<file path="src/hw/rtl/dpv_pkg.sv">
package dpv_pkg;

  // Result status codes.
  typedef enum logic [1:0] {
    ST_OK             = 2'd0,
    ST_PATH_NOT_FOUND = 2'd1,
    ST_NO_MORE_FILES  = 2'd2,
    ST_FILE_NOT_FOUND = 2'd3
  } status_t;

  // Segment check phase, one-hot.
  typedef enum logic [1:0] {
    PHASE_NAME = 2'b01,
    PHASE_EXT  = 2'b10
  } phase_t;

  // One classified path byte as it travels from the front to the back.
  typedef struct packed {
    logic is_nul;
    logic is_bslash;
    logic is_dot;
    logic dir_ok;
    logic name_ok;
  } item_t;

  localparam int QDEPTH = 4;
  localparam int QPTR_W = 2;
  localparam int QCNT_W = 3;

  localparam logic [7:0] CH_BSLASH = 8'h5C;
  localparam logic [7:0] CH_DOT    = 8'h2E;
  localparam logic [7:0] CH_SPACE  = 8'h20;

  // First table entry checked for each class.
  localparam logic [3:0] EXCL_PLAIN    = 4'd0;
  localparam logic [3:0] EXCL_WILDCARD = 4'd2;
  localparam logic [3:0] EXCL_DIR      = 4'd5;

  localparam logic [7:0] EXCL_TAB [16] = '{
    8'h2A, 8'h3F, 8'h2E, 8'h2F, 8'h5C, 8'h22, 8'h5B, 8'h5D,
    8'h3A, 8'h7C, 8'h3C, 8'h3E, 8'h2B, 8'h3D, 8'h3B, 8'h2C
  };

  // True when the byte is printable and matches no table entry from first on.
  function automatic logic class_ok(input logic [7:0] c, input logic [3:0] first);
    logic ok;
    ok = (c >= CH_SPACE);
    for (int i = 0; i < 16; i++) begin
      if ((4'(i) >= first) && (EXCL_TAB[i] == c)) begin
        ok = 1'b0;
      end
    end
    return ok;
  endfunction

endpackage

</file>
<file path="src/hw/rtl/dpv_front.sv">
module dpv_front (
  input  logic [7:0]     char_in,
  input  logic           allow_wildcards,
  output dpv_pkg::item_t item
);
  import dpv_pkg::*;

  // Wildcard mode drops * and ? from the name exclusions.
  always_comb begin
    item.is_nul    = (char_in == 8'h00);
    item.is_bslash = (char_in == CH_BSLASH);
    item.is_dot    = (char_in == CH_DOT);
    item.dir_ok    = class_ok(char_in, EXCL_DIR);
    item.name_ok   = class_ok(char_in, allow_wildcards ? EXCL_WILDCARD : EXCL_PLAIN);
  end

endmodule

</file>
<file path="src/hw/rtl/dpv_queue.sv">
module dpv_queue (
  input  logic           clk,
  input  logic           rst,
  input  logic           push,
  input  dpv_pkg::item_t push_item,
  output logic           full,
  input  logic           pop,
  output dpv_pkg::item_t head_item,
  output logic           empty
);
  import dpv_pkg::*;

  item_t             entries [QDEPTH];
  logic [QPTR_W-1:0] wr_ptr;
  logic [QPTR_W-1:0] rd_ptr;
  logic [QCNT_W-1:0] count;

  assign full      = (count == QCNT_W'(QDEPTH));
  assign empty     = (count == '0);
  assign head_item = entries[rd_ptr];

  always_ff @(posedge clk) begin
    if (push) begin
      entries[wr_ptr] <= push_item;
    end
  end

  always_ff @(posedge clk) begin
    if (rst) begin
      wr_ptr <= '0;
      rd_ptr <= '0;
      count  <= '0;
    end else begin
      if (push) begin
        wr_ptr <= wr_ptr + 1'b1;
      end
      if (pop) begin
        rd_ptr <= rd_ptr + 1'b1;
      end
      if (push && !pop) begin
        count <= count + 1'b1;
      end else if (!push && pop) begin
        count <= count - 1'b1;
      end
    end
  end

endmodule

</file>
<file path="src/hw/rtl/dpv_back.sv">
module dpv_back #(
  parameter int MAX_PATH_LEN = 255
) (
  input  logic             clk,
  input  logic             rst,
  input  logic             allow_wildcards,
  input  dpv_pkg::item_t   item,
  input  logic             empty,
  output logic             pop,
  output logic             out_valid,
  input  logic             out_ready,
  output dpv_pkg::status_t out_status,
  output logic [7:0]       out_dir_length
);
  import dpv_pkg::*;

  localparam int PW = $clog2(MAX_PATH_LEN + 1);
  localparam logic [PW-1:0] PMAX = PW'(MAX_PATH_LEN);

  logic          dir_scan_active, dir_scan_active_next;
  logic [PW-1:0] position, position_next;
  logic [PW-1:0] segment_start, segment_start_next;
  phase_t        segment_phase, segment_phase_next;
  logic          name_seen, name_seen_next;
  status_t       segment_verdict, segment_verdict_next;
  logic          had_backslash, had_backslash_next;
  logic          emit;
  status_t       emit_status;
  logic [7:0]    emit_len;

  // A NUL may only leave the queue when the output register is free.
  assign pop  = !empty && (!item.is_nul || !out_valid || out_ready);
  assign emit = pop && item.is_nul;

  always_comb begin
    logic [PW-1:0] pos_inc;
    logic          skip;
    pos_inc = (position >= PMAX) ? PMAX : position + 1'b1;
    skip    = 1'b0;

    dir_scan_active_next = dir_scan_active;
    position_next        = position;
    segment_start_next   = segment_start;
    segment_phase_next   = segment_phase;
    name_seen_next       = name_seen;
    segment_verdict_next = segment_verdict;
    had_backslash_next   = had_backslash;
    emit_status          = ST_OK;
    emit_len             = 8'h00;

    if (segment_verdict != ST_OK) begin
      emit_status = segment_verdict;
    end else if (segment_phase == PHASE_NAME && !name_seen) begin
      if (allow_wildcards && (!had_backslash || segment_start == PW'(3))) begin
        emit_status = ST_NO_MORE_FILES;
      end else begin
        emit_status = ST_PATH_NOT_FOUND;
      end
    end else begin
      emit_len = 8'(segment_start);
    end

    if (pop) begin
      if (item.is_nul) begin
        dir_scan_active_next = 1'b1;
        position_next        = '0;
        segment_start_next   = '0;
        segment_phase_next   = PHASE_NAME;
        name_seen_next       = 1'b0;
        segment_verdict_next = ST_OK;
        had_backslash_next   = 1'b0;
      end else begin
        position_next = pos_inc;
        if (dir_scan_active && position >= PW'(2)) begin
          if (!item.dir_ok) begin
            dir_scan_active_next = 1'b0;
          end else if (item.is_bslash) begin
            segment_start_next   = pos_inc;
            segment_phase_next   = PHASE_NAME;
            name_seen_next       = 1'b0;
            segment_verdict_next = ST_OK;
            had_backslash_next   = 1'b1;
            skip                 = 1'b1;
          end
        end
        if (!skip && segment_verdict == ST_OK) begin
          if (segment_phase == PHASE_NAME) begin
            if (item.name_ok) begin
              name_seen_next = 1'b1;
            end else if (!name_seen) begin
              segment_verdict_next = ST_PATH_NOT_FOUND;
            end else if (item.is_dot) begin
              segment_phase_next = PHASE_EXT;
            end else begin
              segment_verdict_next = ST_FILE_NOT_FOUND;
            end
          end else if (!item.name_ok) begin
            segment_verdict_next = ST_FILE_NOT_FOUND;
          end
        end
      end
    end
  end

  // The path state returns to its start values after every NUL.
  always_ff @(posedge clk) begin
    if (rst) begin
      dir_scan_active <= 1'b1;
      position        <= '0;
      segment_start   <= '0;
      segment_phase   <= PHASE_NAME;
      name_seen       <= 1'b0;
      segment_verdict <= ST_OK;
      had_backslash   <= 1'b0;
      out_valid       <= 1'b0;
    end else begin
      dir_scan_active <= dir_scan_active_next;
      position        <= position_next;
      segment_start   <= segment_start_next;
      segment_phase   <= segment_phase_next;
      name_seen       <= name_seen_next;
      segment_verdict <= segment_verdict_next;
      had_backslash   <= had_backslash_next;
      if (emit) begin
        out_valid <= 1'b1;
      end else if (out_ready) begin
        out_valid <= 1'b0;
      end
    end
  end

  always_ff @(posedge clk) begin
    if (emit) begin
      out_status     <= emit_status;
      out_dir_length <= emit_len;
    end
  end

endmodule

</file>
<file path="src/hw/rtl/dos_path_name_validator.sv">
// DOS path name validator.
//
// A full path streams in on the s_ channel, one byte per transaction, and a
// NUL byte ends it. For every NUL the block sends one transaction on the m_
// channel carrying a status (ok, path not found, no more files, file not
// found) and the length of the directory prefix, which is zero unless the
// status is ok. Non-NUL bytes produce no output.
//
// The cfg_we/cfg_wdata port writes allow_wildcards, which lets * and ? pass
// in file names; it must only be written while the block is idle.
//
// Throughput is one byte per cycle while the queue has room. A NUL is
// first written into the classification queue, and its result is
// registered in the output register when the NUL leaves the queue. A
// four-entry queue separates the byte classifier from the state update, so
// the input keeps flowing while a result waits; once the receiver stalls and
// the queue fills behind a second NUL, s_tready drops. Reset clears the
// queue, the path state and m_tvalid and sets allow_wildcards to zero.
module dos_path_name_validator #(
  parameter int MAX_PATH_LEN = 255
) (
  input  logic        clk,
  input  logic        rst,
  input  logic        s_tvalid,
  output logic        s_tready,
  input  logic [7:0]  s_tdata,   // [7:0] char_in
  output logic        m_tvalid,
  input  logic        m_tready,
  output logic [15:0] m_tdata,   // [1:0] status, [9:2] dir_length, rest zero
  input  logic        cfg_we,
  input  logic        cfg_wdata
);
  import dpv_pkg::*;

  logic    allow_wildcards;
  item_t   front_item;
  item_t   head_item;
  logic    q_full;
  logic    q_empty;
  logic    q_pop;
  logic    push;
  status_t status;
  logic [7:0] dir_length;

  // Configuration register, written directly with no handshake.
  always_ff @(posedge clk) begin
    if (rst) begin
      allow_wildcards <= 1'b0;
    end else if (cfg_we) begin
      allow_wildcards <= cfg_wdata;
    end
  end

  assign s_tready = !q_full;
  assign push     = s_tvalid && s_tready;

  // Front: classify each byte against the directory and name character sets.
  dpv_front u_front (
    .char_in         (s_tdata),
    .allow_wildcards (allow_wildcards),
    .item            (front_item)
  );

  dpv_queue u_queue (
    .clk       (clk),
    .rst       (rst),
    .push      (push),
    .push_item (front_item),
    .full      (q_full),
    .pop       (q_pop),
    .head_item (head_item),
    .empty     (q_empty)
  );

  // Back: walk the path state and produce the result on each NUL. The
  // no-more-files status only exists in wildcard mode, so the back part
  // needs the mode as well.
  dpv_back #(
    .MAX_PATH_LEN (MAX_PATH_LEN)
  ) u_back (
    .clk             (clk),
    .rst             (rst),
    .allow_wildcards (allow_wildcards),
    .item            (head_item),
    .empty           (q_empty),
    .pop             (q_pop),
    .out_valid       (m_tvalid),
    .out_ready       (m_tready),
    .out_status      (status),
    .out_dir_length  (dir_length)
  );

  assign m_tdata = {6'b000000, dir_length, status};

endmodule

</file>
<file path="config.mk">
export PLATFORM = sky130hd
export DESIGN_NAME = dos_path_name_validator
export DESIGN_NICKNAME = d
export VERILOG_FILES = /design/src/hw/rtl/dpv_pkg.sv /design/src/hw/rtl/dpv_front.sv /design/src/hw/rtl/dpv_queue.sv /design/src/hw/rtl/dpv_back.sv /design/src/hw/rtl/dos_path_name_validator.sv
export SDC_FILE = /design/constraint.sdc
export NUM_CORES = 1
export LEC_CHECK = 0
export ABC_AREA = 1
export BUFFER_PORTS_ARGS = -buffer_cell sky130_fd_sc_hd__buf_2
export CAP_MARGIN = 15
export CORE_AREA = 2 2 79 81
export DETAILED_ROUTE_END_ITERATION = 8
export DIE_AREA = 0 0 81 83
export PLACE_DENSITY = 0.73
export SLEW_MARGIN = 25
export SYNTH_ARGS = -nofsm -noshare
export SYNTH_HDL_FRONTEND = slang
export SYNTH_SLANG_ARGS = --single-unit
</file>
<file path="constraint.sdc">
create_clock -name clk -period 4.24 [get_ports clk]
set_input_delay 0.636 -clock clk [delete_from_list [all_inputs] [get_ports clk]]
set_output_delay 0.636 -clock clk [all_outputs]
set_load 0.005 [all_outputs]
</file>
======== Word level (Yosys, flattened, before mapping) ========
Memory sizes are Yosys's and may differ from the RTL's. A register that Yosys moved wholly into a read port is not among the register bits.
Cells that the tools add are included.
W data, S select, Z words.
word-level totals
  register bits after elaboration ......... 42
  memory bits (writable) .................. 20
  bits of input ports ..................... 14
  output and inout port bits .............. 18
  word-level logic and storage cells ...... 193
  memories kept ........................... 1
memory list
  name             depth  bits a word  rd ports  clocked after Yosys merged registers in  write ports  line             RTL
  u_queue.entries  4      5            1         1                                        1            dpv_queue.sv:13  item_t entries [QDEPTH];
cells by class
  add/subtract/negate cells ............... 5
  magnitude comparators ................... 19
  equality and inequality tests ........... 22
  mux-type cells .......................... 83
  reductions and logical operators ........ 49
operator list
  operator               number
  $eq A6 B8 Y1 const A   12
  $mux W1                50
  $mux W2                25
  $mux W8                6
  $eq A7 B8 Y1 const A   4
  $ge A4 B4 Y1 const A   8
  $logic_and A1 B1 Y1    25
  $ge A3 B4 Y1 const A   4
  $reduce_bool A2 Y1     6
  $logic_not A1 Y1       9
  $add A8 B1 Y8 const B  1
  $eq A8 B2 Y1 const B   1
  $eq A8 B6 Y1 const B   1
  $eq A8 B7 Y1 const B   1
  $ge A1 B4 Y1 const A   2
  $ge A2 B4 Y1 const A   2
  $ge A8 B2 Y1 const B   1
  $ge A8 B6 Y1 const B   1
  $ge A8 B8 Y1 const B   1
  $logic_not A8 Y1       1
  $mux W3                2
  $add A2 B1 Y2 const B  2
  $reduce_and A4 Y1      1
  $add A3 B1 Y3 const B  1
  other kinds (9)        11

======== Depth between registers and ports, before layout ========
  depth in word-level cells ............... 19
  depth in mapped cells ................... 14
  gate-level depth less buffers ........... 13

======== Cells and area by module ========
A second synthesis with hierarchy kept.
unflattened totals
  cell total of the unflattened synthesis .. 391
  area total of the unflattened synthesis .. 3,170.5 um^2
modules (own cells, without submodules)
  module                   times used  cells each  area each (um^2)  seq. area each (um^2)
  dpv_back                 1           200         1,607.8           780.7
  dpv_queue                1           107         1,187.4           780.7
  dpv_front                1           67          270.3             0.0
  dos_path_name_validator  1           17          105.1             20.0

======== Least setup slack after synthesis ========
No wires, ideal clock.
  kind .................................... input-to-reg
  start point ............................. input port m_tready
  end point ............................... register u_queue.count[2]
  library setup time ...................... 0.070 ns
  arrival time ............................ 2.164 ns
  data required time ...................... 4.170 ns
  setup slack ............................. 2.006 ns
  stages on the path ...................... 12
  buffers on the path ..................... 1
  cell sequence ........................... inv_1 nand2_1 o21ai_4 buf_2 ha_1 inv_1 fa_1 nor2_1 nor2_1 nand2_1 o21ai_0 a21oi_1
between the ends
  word-level cells in the longest chain between the ends .. 5
  elaborated cells on any way between the ends .. 7
  those cells by class .................... mux: 1; reduce/logical: 6
RTL lines
  item                                                  line                           RTL
  from (decl)                                           dos_path_name_validator.sv:28  input logic m_tready,
  $logic_or A1 B1 Y1 *                                  dpv_back.sv:32                 assign pop = !empty && (!item.is_nul || !out_valid || out_ready);
  $logic_and A1 B1 Y1 *                                 dpv_back.sv:32
  $logic_not A1 Y1                                      dpv_queue.sv:40                if (push && !pop) begin
  $logic_and A1 B1 Y1                                   dpv_queue.sv:40
  $mux W3 / $reduce_bool A2 Y1 (equally long branches)  n/a
  to (signal assigned)                                  dpv_queue.sv:41                count <= count + 1'b1;
  to (signal assigned)                                  dpv_queue.sv:43                count <= count - 1'b1;
  to (decl)                                             dpv_queue.sv:16                logic [QCNT_W-1:0] count;
Every way passes the cells marked *; elsewhere a longest branch is shown, timed or not.
A chain may end at the register's enable or synchronous reset.

==> metrics.yaml <==
post_cts_buffers: 0
setup_viol: 0
pin_count: 32
clk_path_buf_depth: 2
routedWlPerCell_um: 12.4
crit_arrival_ns: 2.73
period_minus_slack_ns: 2.47
yosysSeqAreaShare: 0.506
initial_utilization: 0.537
hold_viol_final: 0
relSlewSlack: 0.530
die_w_um: 81
synth_edf_count: 30
drive_gt1_frac: 0.157
final_cell_mix: "nand2_1, inv_1, nor2_1"
cts-htree-levels: 3
grt_max_degree: 17
grt_pass1_wl_mm: 9.76
syn-cell-area_mm2: 0.00312
cts_tree: "done"
mostFrequentLayoutCell: "nand2_1"
synth_ff_type: "dfxtp_1"
clockRootBuffer: "clkbuf_8"
hold_buffers: 0
antenna_cells: 0
critPathMaxFanout: 16
route.vias.total: 2435
antenna_found_initial: 0
skew_ns: 0.0110
whs_path_depth: 2
rsz0062_at_grt: "no"
grt_overflow_total: 0
crit_required_ns: 4.51
routed_via_density: 5.10
cap_violations: 0
gp_congestion: 0.883
drtPass1Iterations: 4
layout_setup_ws_ns: 1.77
portBuffers: 25
drv_slew: 0
cts_resized: 0
dieArea_mm2: 0.00672
pre_cts_ws_ns: 1.77
clock_latency_ns: 0.34
placementRows: 28
power_mw: 2.04
ys_async_sr_fraction: 0
synth_cell_types: 40
core-area_mm2: 0.00582
cts_buffers: 9
area_growth_pct: 10.7
synth_seq_cells: 64
detailed_place_hpwl_mm: 4.46
min_from: "u_back.segment_phase[1]$_SDFFE_PP0P_"
yosys_warnings: 0
drt_iter0_markers: 116
clk_pin_slew_ns: 0.06
fillCellCount: 555
fmax_mhz: 405
leakage_nw: 1.46
ff2ff_path_depth: 12
worstSetupPathType: "register to register"
drc_errors: 0
tightest_slew_ns: 0.699
grt_pass1_vias: 2219
critPathCaptureType: "register"
period_share: 0.582
start_kind: "register"
clock_sinks: 64
final_nets: 419
ir_drop_uv: 288
detail-route-antenna-nets: 0
fin_setup_tns_ns: 0
wirelength_mm: 5.89
power.density_mw_per_mm2: 590
status: "complete, no violations"
die_y_um: 83
hold_path.class: "register to register"
syn_avg_cell_area_um2: 8.53
syn_inst: 366
grt_usage: 0.190
==> critical path, cell delays in order (launching register included) <==
cell and delay [ns]:
dfxtp_1 0.55, nand2_1 0.11, nand3_2 0.11, nand2_4 0.09, o21ai_4 0.41, ha_1 0.23
inv_1 0.07, fa_1 0.39, nor2_1 0.11, nor2_1 0.04, nand2_1 0.07, o21ai_0 0.08
a21oi_1 0.13
==> per-stage QoR <==
| step | util | cells | hold WS (ns) | area [µm²] |
|---|---|---|---|---|
| after floorplan | - | 371 | 0.443 | 3140 |
| after global placement | 0.566 | 461 | 0.460 | 3290 |
| after detailed placement | 0.566 | 461 | 0.459 | 3290 |
| after CTS | 0.595 | 477 | 0.468 | 3460 |
| after global routing | 0.595 | 477 | 0.491 | 3460 |
| final | 0.595 | 477 | 0.466 | 3460 |
==> sequential cells by signal, summed over array words and instances, names as in the netlist, 3 cells and up, named ones only <==
name                   flops
u_back.out_dir_length      8
u_back.segment_start       8
u_back.position            8
u_queue.count              3
u_queue.entries           20
==> cell usage after synthesis, types with 2 or more instances <==
cell type,n,area share
xor2_1,2,0.0056
a31o_2,2,0.0056
ha_1,7,0.028
o211ai_1,2,0.0048
nor4_1,2,0.0040
buf_4,6,0.014
inv_2,2,0.0024
inv_1,53,0.064
dfxtp_1,34,0.22
nand2_1,76,0.091
inv_4,2,0.0040
edfxtp_1,30,0.29
o21ai_0,20,0.032
nor2_1,46,0.055
clkbuf_1,2,0.0024
a21oi_1,23,0.037
nand3_1,18,0.029
nand3_2,2,0.0064
nand2_4,3,0.011
nor3_1,5,0.0080
nor2_2,2,0.0040
o22ai_2,7,0.028
nand4_1,3,0.0060
==> metal layers <==
metal | part of all wire | track usage
met1 | 0.44 | 0.228
met2 | 0.49 | 0.317
met3 | 0.041 | 0.0359
met4 | 0.024 | 0.103
met5 | 0 | 0
==> worst paths after layout <==
check / end / slack [ns]
worst max-delay path: u_queue.count[2]$_SDFFE_PP0P_ / 1.77
worst min-delay path: u_back.segment_phase[1]$_SDFFE_PP0P_ / 0.47
worst max register to register: u_queue.count[2]$_SDFFE_PP0P_ / 1.77
worst min register to register: u_back.segment_phase[1]$_SDFFE_PP0P_ / 0.47
==> power breakdown <==
group	total, mW	switching [mW]	internal [mW]
sequential	0.863	0.0784	0.784
combinational	0.731	0.492	0.238
clock	0.447	0.220	0.227
==> cell families (layout without fill, tap and decap cells) <==
kind of cell               count (synthesis)  after routing  share of synthesized area
adders and majority gates                  8              8                     0.0345
AOI/OAI and AO/OA                         63             63                      0.132
other                                      1              6                    0.00120
DFF                                       64             64                      0.506
xor gates and xnor gates                   3              3                    0.00841
and+or+nand+nor                          160            160                      0.225
buffers and inverters                     67             98                     0.0921
==> cell type report <==
class / instances / area (µm²) / area share
tap: 75 / 93.8 / 0.0271
inverter: 57 / 219 / 0.0633
sequential: 64 / 1580 / 0.457
timing repair buffer: 25 / 125 / 0.0362
clock inverter: 3 / 17.5 / 0.00507
clock buffer: 13 / 149 / 0.0431
multi-input combinational: 240 / 1270 / 0.368
Note: power is estimated with default switching activity, not from simulation.
